===== config.mk =====
export PLATFORM = sky130hd
export DESIGN_NAME = oledfb_fifo
export DESIGN_NICKNAME = d
export VERILOG_FILES = /design/src/rtl/core/oledfb_pkg.sv /design/src/rtl/core/oledfb_fifo.sv
export SDC_FILE = /design/constraint.sdc
export NUM_CORES = 1
export LEC_CHECK = 0
export ABC_CLOCK_PERIOD_IN_PS = 3200
export CAP_MARGIN = 30
export CORE_UTILIZATION = 61
export CTS_CLUSTER_SIZE = 25
export DETAILED_ROUTE_END_ITERATION = 12
export DONT_BUFFER_PORTS = 1
export MAX_ROUTING_LAYER = met4
export PLACE_DENSITY = 0.83
export SYNTH_ARGS = -nofsm -noshare
export SYNTH_HDL_FRONTEND = slang
export SYNTH_SLANG_ARGS = --single-unit
export TNS_END_PERCENT = 1

===== constraint.sdc =====
create_clock -name clk -period 3.2 [get_ports clk]
set_input_delay 0.48 -clock clk [delete_from_list [all_inputs] [get_ports clk]]
set_output_delay 0.48 -clock clk [all_outputs]
set_load 0.05 [all_outputs]

===== src/rtl/core/oledfb_pkg.sv =====
// ----------------------------------------------------------------------------
// oledfb_pkg
// Types and constants shared by the OLED frame store blocks.
// ----------------------------------------------------------------------------
package oledfb_pkg;

	localparam logic [1:0] ACT_POINT   = 2'd0;
	localparam logic [1:0] ACT_FILL    = 2'd1;
	localparam logic [1:0] ACT_REFRESH = 2'd2;

	localparam logic [7:0] CMD_PAGE_BASE = 8'hB0;
	localparam logic [7:0] CMD_COL_LOW   = 8'h00;
	localparam logic [7:0] CMD_COL_HIGH  = 8'h10;

	localparam int CMD_SLOT_COUNT = 3;
	localparam int PAGE_ROWS      = 8;
	localparam int QUEUE_DEPTH    = 4;

	typedef struct packed {
		logic [1:0] action;
		logic [7:0] x_start;
		logic [7:0] y_start;
		logic [7:0] x_end;
		logic [7:0] y_end;
		logic       pixel_value;
	} cmd_item_t;

	typedef struct packed {
		logic [7:0] out_byte;
		logic       is_data;
		logic       last;
	} rsp_item_t;

	typedef enum logic {
		OP_FILL,
		OP_REFRESH
	} op_kind_t;

	typedef struct packed {
		op_kind_t   kind;
		logic [7:0] x_lo;
		logic [7:0] x_hi;
		logic [7:0] y_lo;
		logic [7:0] y_hi;
		logic       value;
	} op_entry_t;

endpackage


===== src/rtl/core/oledfb_fifo.sv =====
// ----------------------------------------------------------------------------
// oledfb_fifo
// Short first-in first-out queue of operations between front and back.
// ----------------------------------------------------------------------------
module oledfb_fifo (
	input  logic                  clk,
	input  logic                  arst_n,
	input  logic                  push,
	input  oledfb_pkg::op_entry_t push_entry,
	input  logic                  pop,
	output oledfb_pkg::op_entry_t head,
	output logic                  empty,
	output logic                  full
);
	import oledfb_pkg::*;

	localparam int PtrW = $clog2(QUEUE_DEPTH);
	localparam int CntW = $clog2(QUEUE_DEPTH + 1);

	op_entry_t       slots_q [QUEUE_DEPTH];
	logic [PtrW-1:0] wr_ptr_q;
	logic [PtrW-1:0] rd_ptr_q;
	logic [CntW-1:0] count_q;

	assign empty = (count_q == '0);
	assign full  = (count_q == CntW'(QUEUE_DEPTH));
	assign head  = slots_q[rd_ptr_q];

	always_ff @(posedge clk) begin
		if (push) begin
			slots_q[wr_ptr_q] <= push_entry;
		end
	end

	always_ff @(posedge clk or negedge arst_n) begin
		if (!arst_n) begin
			wr_ptr_q <= '0;
			rd_ptr_q <= '0;
			count_q  <= '0;
		end else begin
			if (push) begin
				wr_ptr_q <= PtrW'(wr_ptr_q + 1'b1);
			end
			if (pop) begin
				rd_ptr_q <= PtrW'(rd_ptr_q + 1'b1);
			end
			if (push && !pop) begin
				count_q <= CntW'(count_q + 1'b1);
			end else if (pop && !push) begin
				count_q <= CntW'(count_q - 1'b1);
			end
		end
	end

endmodule


==> results.sh <==
export IMPL_wl_per_cell_um=23.22
export IMPL_worst_setup_path_end_kind="output port"
export IMPL_finalSetupViolCount=0
export IMPL_drt_total_wl_um=7986
export IMPL_fp_dieH_um=95.69
export IMPL_first_pass_iters=4
export IMPL_synth_cell_types=19
export IMPL_placed_cells=312
export IMPL_max_freq_mhz=362.1
export IMPL_cts_buffers=17
export IMPL_area_growth_pct=12.01
export IMPL_core_area_um2=8341
export IMPL_slowest_stage="mux4_2"
export IMPL_synth_xor_area_share_pct=0.9815
export IMPL_p_per_area_nw_per_um2=1100
export IMPL_syn_inst=212
export IMPL_worst_path_buf_inv=1
export IMPL_rrSetupSlack_ns=1.40
export IMPL_die_width_um=95.69
export IMPL_seq_area_frac_synth_pct=79.55
export IMPL_final_common_cell="edfxtp_1"
export IMPL_htreeDepth=4
export IMPL_fillers=481
export IMPL_drive_gt1_share_pct=28.87
export IMPL_synthSimpleGateAreaFrac_pct=0.9114
export IMPL_dieArea_um2=9156
export IMPL_synth_top_area_share_pct=76.28
export IMPL_synth_area_per_cell_um2=25.25
export IMPL_fin_crit_sh_pct=86.30
export IMPL_drcViolationCount=0
export IMPL_dr_total_vias=2125
export IMPL_outcome="finished, final reports clean"
export IMPL_stdcell_count=344
export IMPL_cts_resized=0
export IMPL_maxSlewViolCount=0
export IMPL_port_buffer_count=0
export IMPL_mostFrequentLayoutCells="136 x edfxtp_1, 28 x mux4_2, 16 x clkbuf_16"
export IMPL_maxCapViolCount=0
export IMPL_final_hold_viol_count=0
export IMPL_cts_tree="done"
export IMPL_vdd_drop_max_mv=0.6593
export IMPL_dr_max_layer_used="met4"
export IMPL_route_met3_wl_um=642
export IMPL_p_clk_share_pct=27.6
export IMPL_min_period_ns=2.762
export IMPL_max_slew_margin_pct=39.19
export IMPL_crit_required_ns=2.72
export IMPL_cts_root_buf="clkbuf_8"
export IMPL_synth_warnings=0
export IMPL_timing_hold_ws_ns=0.05245
export IMPL_grt_pass1_vias=2189
export IMPL_gp_congestion=0.6900
export IMPL_slowest_delay_ns=0.72
export IMPL_timing_hold_worst_class="in -> reg"
export IMPL_clock_sinks=143
export IMPL_nets=271
export IMPL_antenna_found_initial=0
export IMPL_grt_usage_pct=20.03
export IMPL_leakage_nw=1.980
export IMPL_p_comb_share_pct=31.4
export IMPL_start_util_pct=64.19
export IMPL_muxShareOfSynthArea_pct=14.93
export IMPL_vias_per_cell=6.177
export IMPL_yosys_area_top_type="edfxtp_1"
export IMPL_seqPwrFrac_pct=41.0
export IMPL_crit_type="reg -> out"
export IMPL_crit_chain="buf_4 -> mux4_2"
export IMPL_switching_share_pct=37.38
export IMPL_synthAdderAreaFrac_pct=1.542
export IMPL_antenna_left=0
export IMPL_synth_compound_area_share_pct=0.09348
export IMPL_syn_num_nets=256
export IMPL_cp_start_kind="register"
export IMPL_rsz0062_at_grt="no"
export IMPL_diodes=0
export IMPL_p_sw_w=0.002465
export IMPL_ys_ff_latch=143
export IMPL_arrival_ns=2.28
export IMPL_drt_initial_drc_count=69
export IMPL_ioPinCount=74
export IMPL_grt_max_degree=36
export IMPL_clk_path_buf_depth=2
export IMPL_path_delay_family="multiplexers"
export IMPL_synthesis_area_um2=5354
export IMPL_power_internal_w=0.004129
export IMPL_grt_pass1_wl_um=12060
export IMPL_clk_latency_ns=0.50
export IMPL_tightest_slew_ns=0.9121
export IMPL_met2_length_um=3869
export IMPL_clk_pin_slew_worst_paths_ns=0.06
export IMPL_wirelength_met1_um=3385
export IMPL_fin_tns_setup_ns=0
export IMPL_rows=33
export IMPL_synth_area_top_cells="edfxtp_1 76%, mux4_2 12%, dfrtp_1 3.3%"
export IMPL_crit_fanout=17
export IMPL_clock_skew_ns=0.007719
export IMPL_finish_utilization_pct=71.90
export IMPL_synth_top_family_by_area="multiplexers"
export IMPL_dp_hpwl_um=4589
export IMPL_grt_overflow=0
[stage by stage]
step | worst slack (ns) | power (W) | instance area (um2)
6_report | 0.4384 | 0.006594 | 5997
5_1_grt | 0.2779 | 0.006848 | 5997
4_1_cts | 0.3642 | 0.006662 | 5997
3_5_place_dp | 0.9309 | 0.004838 | 5429
3_3_place_gp | 0.9371 | 0.004805 | 5429
2_1_floorplan | 1.121 | 0.004652 | 5354
[power by group through the flow]
stage / combinational (W) / clock, W / sequential [W]
final: 0.00207 / 0.00182 / 0.00270
after global routing: 0.00217 / 0.00193 / 0.00275
after global placement: 0.00207 / 0 / 0.00273
after CTS: 0.00210 / 0.00185 / 0.00272
after detailed placement: 0.00209 / 0 / 0.00275
after floorplan: 0.00208 / 0 / 0.00257
[per-layer routing]
layer	track usage [%]	up-vias
met3	8.214	9
li1	-	925
met4	7.214	0
met2	29.88	94
met1	24.99	1097
met5	-	-
[repair_timing]
action | CTS | global route
endpoints found under the hold margin | 7 | 0
setup buffers | 0 | 0
hold buffers | 1 | 0
[worst reg2reg max path, cell delays in order, from the launching register on]
cell and delay [ns]:
dfrtp_1 0.43, inv_1 0.10, ha_1 0.15, and2_2 0.73
[kinds of logic (layout without fill, tap and decap cells)]
kind of cell    after synthesis  count (layout)
buf+inv                      12              39
flops                       143             143
fa+ha+maj                     6               6
mux                          35              35
xor+xnor                      6               6
simple gates                  9               9
compound gates                1               1
[path summary, 6_finish.rpt]
| path | end | depth (start not counted) | from |
|---|---|---|---|
| setup / recovery | head[6] | 2 | rd_ptr_q[0] |
| hold / removal | rd_ptr_q[0] | 1 | pop |
| setup reg to reg | slots_q[2][33] | 3 | wr_ptr_q[0] |
| hold reg to reg | count_q[2] | 1 | count_q[2] |
| max in group asynchronous | rd_ptr_q[1] | 1 | arst_n |
| min in group asynchronous | rd_ptr_q[0] | 1 | arst_n |
[state kept, by name, indices dropped and copies added (netlist names)]
signal,cells
slots_q,136
count_q,3
rd_ptr_q,2
wr_ptr_q,2
[cells in the mapped netlist]
master and n:
and2_1 4, buf_12 3, buf_2 4, buf_6 1
dfrtp_1 7, edfxtp_1 136, fa_1 1, ha_1 5
inv_1 4, mux2_2 1, mux4_1 6, mux4_2 28
nand2_1 2, nor2_1 1, nor3_1 1, nor3b_1 1
o21ai_0 1, xnor2_1 2, xor2_1 4
[area by class of cell]
cell class,instances,area [um2],share of cell area (%)
flip-flops and latches,143,4262,71.06
multi-input cells,57,998.5,16.65
clock buffers,18,417.9,6.969
clock inverters,13,140.1,2.337
well taps,105,131.4,2.191
repair buffers,4,32.53,0.5425
inverters,4,15.01,0.2504
Power figures use the tool's default switching activity.
