<file path="src/rtl/core/oledfb_pkg.sv">
// ----------------------------------------------------------------------------
// oledfb_pkg
// Types and constants shared by the OLED frame store blocks.
// ----------------------------------------------------------------------------
package oledfb_pkg;

	localparam logic [1:0] ACT_POINT   = 2'd0;
	localparam logic [1:0] ACT_FILL    = 2'd1;
	localparam logic [1:0] ACT_REFRESH = 2'd2;

	localparam logic [7:0] CMD_PAGE_BASE = 8'hB0;
	localparam logic [7:0] CMD_COL_LOW   = 8'h00;
	localparam logic [7:0] CMD_COL_HIGH  = 8'h10;

	localparam int CMD_SLOT_COUNT = 3;
	localparam int PAGE_ROWS      = 8;
	localparam int QUEUE_DEPTH    = 4;

	typedef struct packed {
		logic [1:0] action;
		logic [7:0] x_start;
		logic [7:0] y_start;
		logic [7:0] x_end;
		logic [7:0] y_end;
		logic       pixel_value;
	} cmd_item_t;

	typedef struct packed {
		logic [7:0] out_byte;
		logic       is_data;
		logic       last;
	} rsp_item_t;

	typedef enum logic {
		OP_FILL,
		OP_REFRESH
	} op_kind_t;

	typedef struct packed {
		op_kind_t   kind;
		logic [7:0] x_lo;
		logic [7:0] x_hi;
		logic [7:0] y_lo;
		logic [7:0] y_hi;
		logic       value;
	} op_entry_t;

endpackage

</file>
<file path="src/rtl/core/oledfb_front.sv">
// ----------------------------------------------------------------------------
// oledfb_front
// Accepts command items, drops those with no effect, turns points and fills
// into clipped rectangle operations and passes refreshes to the operation queue.
// ----------------------------------------------------------------------------
module oledfb_front #(
	parameter int SCREEN_WIDTH = 128,
	parameter int PAGE_COUNT   = 8
) (
	input  logic                  cmd_valid,
	output logic                  cmd_ready,
	input  oledfb_pkg::cmd_item_t cmd,
	input  logic                  queue_full,
	input  logic                  clearing,
	output logic                  push,
	output oledfb_pkg::op_entry_t entry
);
	import oledfb_pkg::*;

	localparam logic [7:0] XMax = 8'(SCREEN_WIDTH - 1);
	localparam logic [7:0] YMax = 8'(PAGE_COUNT * PAGE_ROWS - 1);

	logic       is_point;
	logic       is_draw;
	logic       is_refresh;
	logic [7:0] x_end_raw;
	logic [7:0] y_end_raw;
	logic       draw_ok;

	always_comb begin
		is_point   = (cmd.action == ACT_POINT);
		is_draw    = cmd.action inside {ACT_POINT, ACT_FILL};
		is_refresh = (cmd.action == ACT_REFRESH);
		x_end_raw  = is_point ? cmd.x_start : cmd.x_end;
		y_end_raw  = is_point ? cmd.y_start : cmd.y_end;
		draw_ok    = is_draw && (cmd.x_start <= x_end_raw) && (cmd.y_start <= y_end_raw)
			&& (cmd.x_start <= XMax) && (cmd.y_start <= YMax);
		entry.kind  = is_refresh ? OP_REFRESH : OP_FILL;
		entry.x_lo  = cmd.x_start;
		entry.y_lo  = cmd.y_start;
		entry.x_hi  = (x_end_raw > XMax) ? XMax : x_end_raw;
		entry.y_hi  = (y_end_raw > YMax) ? YMax : y_end_raw;
		entry.value = cmd.pixel_value;
	end

	assign cmd_ready = !queue_full && !clearing;
	assign push      = cmd_valid && cmd_ready && (draw_ok || is_refresh);

endmodule

</file>
<file path="config.mk">
export PLATFORM = sky130hd
export DESIGN_NAME = oledfb_front
export DESIGN_NICKNAME = d
export VERILOG_FILES = /design/src/rtl/core/oledfb_pkg.sv /design/src/rtl/core/oledfb_front.sv
export SDC_FILE = /design/constraint.sdc
export NUM_CORES = 1
export LEC_CHECK = 0
export BUFFER_PORTS_ARGS = -buffer_cell sky130_fd_sc_hd__buf_2
export CORE_MARGIN = 2
export CORE_UTILIZATION = 44
export DETAILED_ROUTE_END_ITERATION = 7
export PLACE_DENSITY = 0.91
export SLEW_MARGIN = 20
export SYNTH_ARGS = -nofsm -noshare
export SYNTH_HDL_FRONTEND = slang
export SYNTH_SLANG_ARGS = --single-unit
export TNS_END_PERCENT = 50
</file>
<file path="constraint.sdc">
create_clock -name vclk -period 2.89
set_clock_uncertainty 0.2 [all_clocks]
set_input_delay 0.1445 -clock vclk [all_inputs]
set_output_delay 0.1445 -clock vclk [all_outputs]
set_load 0.02 [all_outputs]
</file>
==> qor.log <==
INFO  grt            grt_use_met1=0.188
INFO  grt            grt_use_met2=0.313
INFO  die            core_area=0.00190mm2
INFO  worst_setup_path critical_path.startpoint_type=primary input
INFO  worst_setup_path worstPathRequired=2550ps
INFO  yosys          netlist_area=865um2
INFO  yosys          syn-mean-instance-area=7.58um2
INFO  yosys          synth.distinct_cells=29
INFO  clock_network  post_cts_hold_buffer_count=0
INFO  timing         clock.fmax=409MHz
INFO  routing        postRouteAntennaNets=0
INFO  worst_setup_path crit_path_max_fanout=10
INFO  placement      placedCellCount=192
INFO  worst_setup_path worst_ep_arrival_time=2100ps
INFO  worst_setup_path critPathSlowestCell=sky130_fd_sc_hd__ha_1
INFO  worst_setup_path worst_path_dominant_cell_family=compound AO/OA/AOI/OAI gates
INFO  routing        drcViolationCount=0
INFO  worst_setup_path critical_path.endpoint_type=output port
INFO  yosys          yosysWarningCount=0
INFO  routing        wire_per_inst=10.2um
INFO  status         run_status=complete, no violations
INFO  routing        detail_route.first_pass.iterations=4
INFO  pwr            share_of_total_power_in_the_clock_network=0
INFO  grt            first_pass_grt_wire_length=3.24mm
INFO  pwr            seqPwrFrac=0
INFO  routing        route.vias.total=939
INFO  die            num_rows=16
INFO  timing         finalSetupViolCount=0
INFO  layout         area_delta_synth_final=25.5%
INFO  worst_setup_path critPathKind=primary input to output port
INFO  die            floorplan.die_area=0.00234mm2
INFO  grt            number_of_global_route_vias_before_repair=831
INFO  grt            grt.busiest_layer=met2
INFO  yosys          synthMostInstantiatedCell=sky130_fd_sc_hd__buf_4
INFO  layout         clock_buffers=0
INFO  die            floorplan.die.width=48.3um
INFO  routing        wl=1.96mm
INFO  placement      gp_congestion=0.775
INFO  layout         proportion_of_layout_cells_with_a_drive_suffix_above_1=0.467
INFO  layout         nNetsFinal=219
INFO  timing         final-max-slew-violation-count=0
INFO  yosys          ys_top_cells_by_area=sky130_fd_sc_hd__ha_1 20%, sky130_fd_sc_hd__buf_4 18%, sky130_fd_sc_hd__mux2i_1 14%, sky130_fd_sc_hd__nand2_1 7.4%, sky130_fd_sc_hd__a21oi_1 4.1%
INFO  placement      dp_worst_setup_slack=450ps
INFO  die            die_height=48.3um
INFO  grt            groute.usage.overall=0.158
INFO  grt            grt_util_met3=0.0247
INFO  timing         grt_setup_unrepaired=no
INFO  worst_setup_path path_cells=buf_2 > nor2_4 > buf_4 > mux2i_1 > ha_1 > nor2b_1 > o211ai_1 > a21oi_1 > o31a_1 > a31oi_1 > buf_2
INFO  die            pin_count=74
INFO  grt            antenna_violations_before_repair=0
INFO  clock_network  cts_resized=0
INFO  pwr            internal_power=0.0000848W
INFO  timing         period_needed=2450ps
INFO  yosys          yosysSeqAreaShare=0
INFO  layout         layoutNonFillerInstCount=192
INFO  routing        vias_per_cell=4.89
INFO  die            initial_utilization=0.455
INFO  timing         finalHoldViolCount=0
INFO  hold_path      holdCritPathClass=primary input to output port
INFO  grt            overflow=0
INFO  placement      place.detailed.hpwl=1.77mm
INFO  pwr            total_leakage_power=0.561nW
INFO  timing         setup_total_negative_slack=0ps
INFO  timing         post-route-worst-setup-slack=443ps
INFO  placement      port-buffer-count=69
INFO  grt            grt_start_max_net_pins=13
INFO  yosys          synth_area_leader_cell=sky130_fd_sc_hd__ha_1
INFO  yosys          post_synth_top_area_share=0.203
INFO  layout         seq_cell_count=0
INFO  layout         seq_area=0um2
INFO  worst_setup_path cpMostUsedCell=sky130_fd_sc_hd__buf_2
INFO  pwr            powerDensity=188mW/mm2
INFO  routing        dr.first_iter.drc_count=8
INFO  worst_setup_path timing.critical_path.buf_inv=3
INFO  layout         diodes=0
INFO  worst_setup_path crit_path_max_incr_delay=280ps
INFO  pwr            combinational_share_of_power=1.000
INFO  pwr            power_switching=0.000119W
INFO  job            maxcap_viol_count=0
INFO  layout         num-fill-cells=188
INFO  yosys          synth.cells.most_frequent=21 x sky130_fd_sc_hd__buf_4, 17 x sky130_fd_sc_hd__nand2_1, 14 x sky130_fd_sc_hd__ha_1
INFO  pwr            netSwitchingFraction=0.584
INFO  pwr            vdd_ir_drop_max=97.7uV
INFO  yosys          post_synth_inst_count=114
INFO  timing         min_period_over_period=0.847
INFO  clock_network  post_cts_buffers=0
final cells by class:
class | instances | area, um2 | area share
inverters | 3 | 11.3 | 0.0104
repair buffers | 72 | 368 | 0.339
multi-input cells | 90 | 672 | 0.619
well taps | 27 | 33.8 | 0.0311
final timing paths:
kind    start        to  slack (ps)  cells past startpoint
max   cmd[34]      push         440                     11
min    cmd[0]  entry[0]          90                      0
layer usage:
layer,routed length [um],share of wire,up-vias
met5,0,0,-
met4,6,0.0031,0
met3,230,0.12,2
met2,922,0.47,54
met1,805,0.41,391
li1,-,-,492
metrics by stage:
step	power (W)	hold slack (ps)	instance area (um2)	utilization
finish	0.000204	89.0	1080	0.570
global route	0.000225	89.0	1080	0.570
CTS	0.000206	89.3	1080	0.570
detailed placement	0.000205	89.3	1080	0.570
global placement	0.000201	89.3	1080	0.570
floorplan	0.000153	179	872	-
cells by family after synthesis:
| group | synth area share |
|---|---|
| compound gates | 0.195 |
| other cells | 0.00434 |
| mux | 0.152 |
| simple gates | 0.194 |
| fa+ha+maj | 0.203 |
| buf+inv | 0.232 |
| xor+xnor | 0.0203 |
placed cells by master, fill, tap and decap left out, types with 2 or more instances in the layout:
cell type / synthesis / layout
sky130_fd_sc_hd__a21oi_1: 7 / 7
sky130_fd_sc_hd__buf_2: 0 / 69
sky130_fd_sc_hd__buf_4: 21 / 3
sky130_fd_sc_hd__conb_1: 1 / 3
sky130_fd_sc_hd__ha_1: 14 / 14
sky130_fd_sc_hd__inv_1: 3 / 3
sky130_fd_sc_hd__mux2i_1: 12 / 12
sky130_fd_sc_hd__nand2_1: 17 / 17
sky130_fd_sc_hd__nand2b_1: 2 / 2
sky130_fd_sc_hd__nand3_1: 4 / 4
sky130_fd_sc_hd__nand4_1: 3 / 3
sky130_fd_sc_hd__nor2_1: 5 / 5
sky130_fd_sc_hd__nor2b_1: 2 / 2
sky130_fd_sc_hd__o21ai_0: 5 / 5
sky130_fd_sc_hd__o31a_1: 2 / 2
sky130_fd_sc_hd__xnor2_1: 2 / 2
power by group through the flow:
stage	sequential (W)	combinational [W]	clock [W]
3_3_place_gp	0	0.000201	0
3_5_place_dp	0	0.000205	0
2_1_floorplan	0	0.000153	0
5_1_grt	0	0.000225	0
6_report	0	0.000204	0
4_1_cts	0	0.000206	0
(Power assumes the default switching activity.)
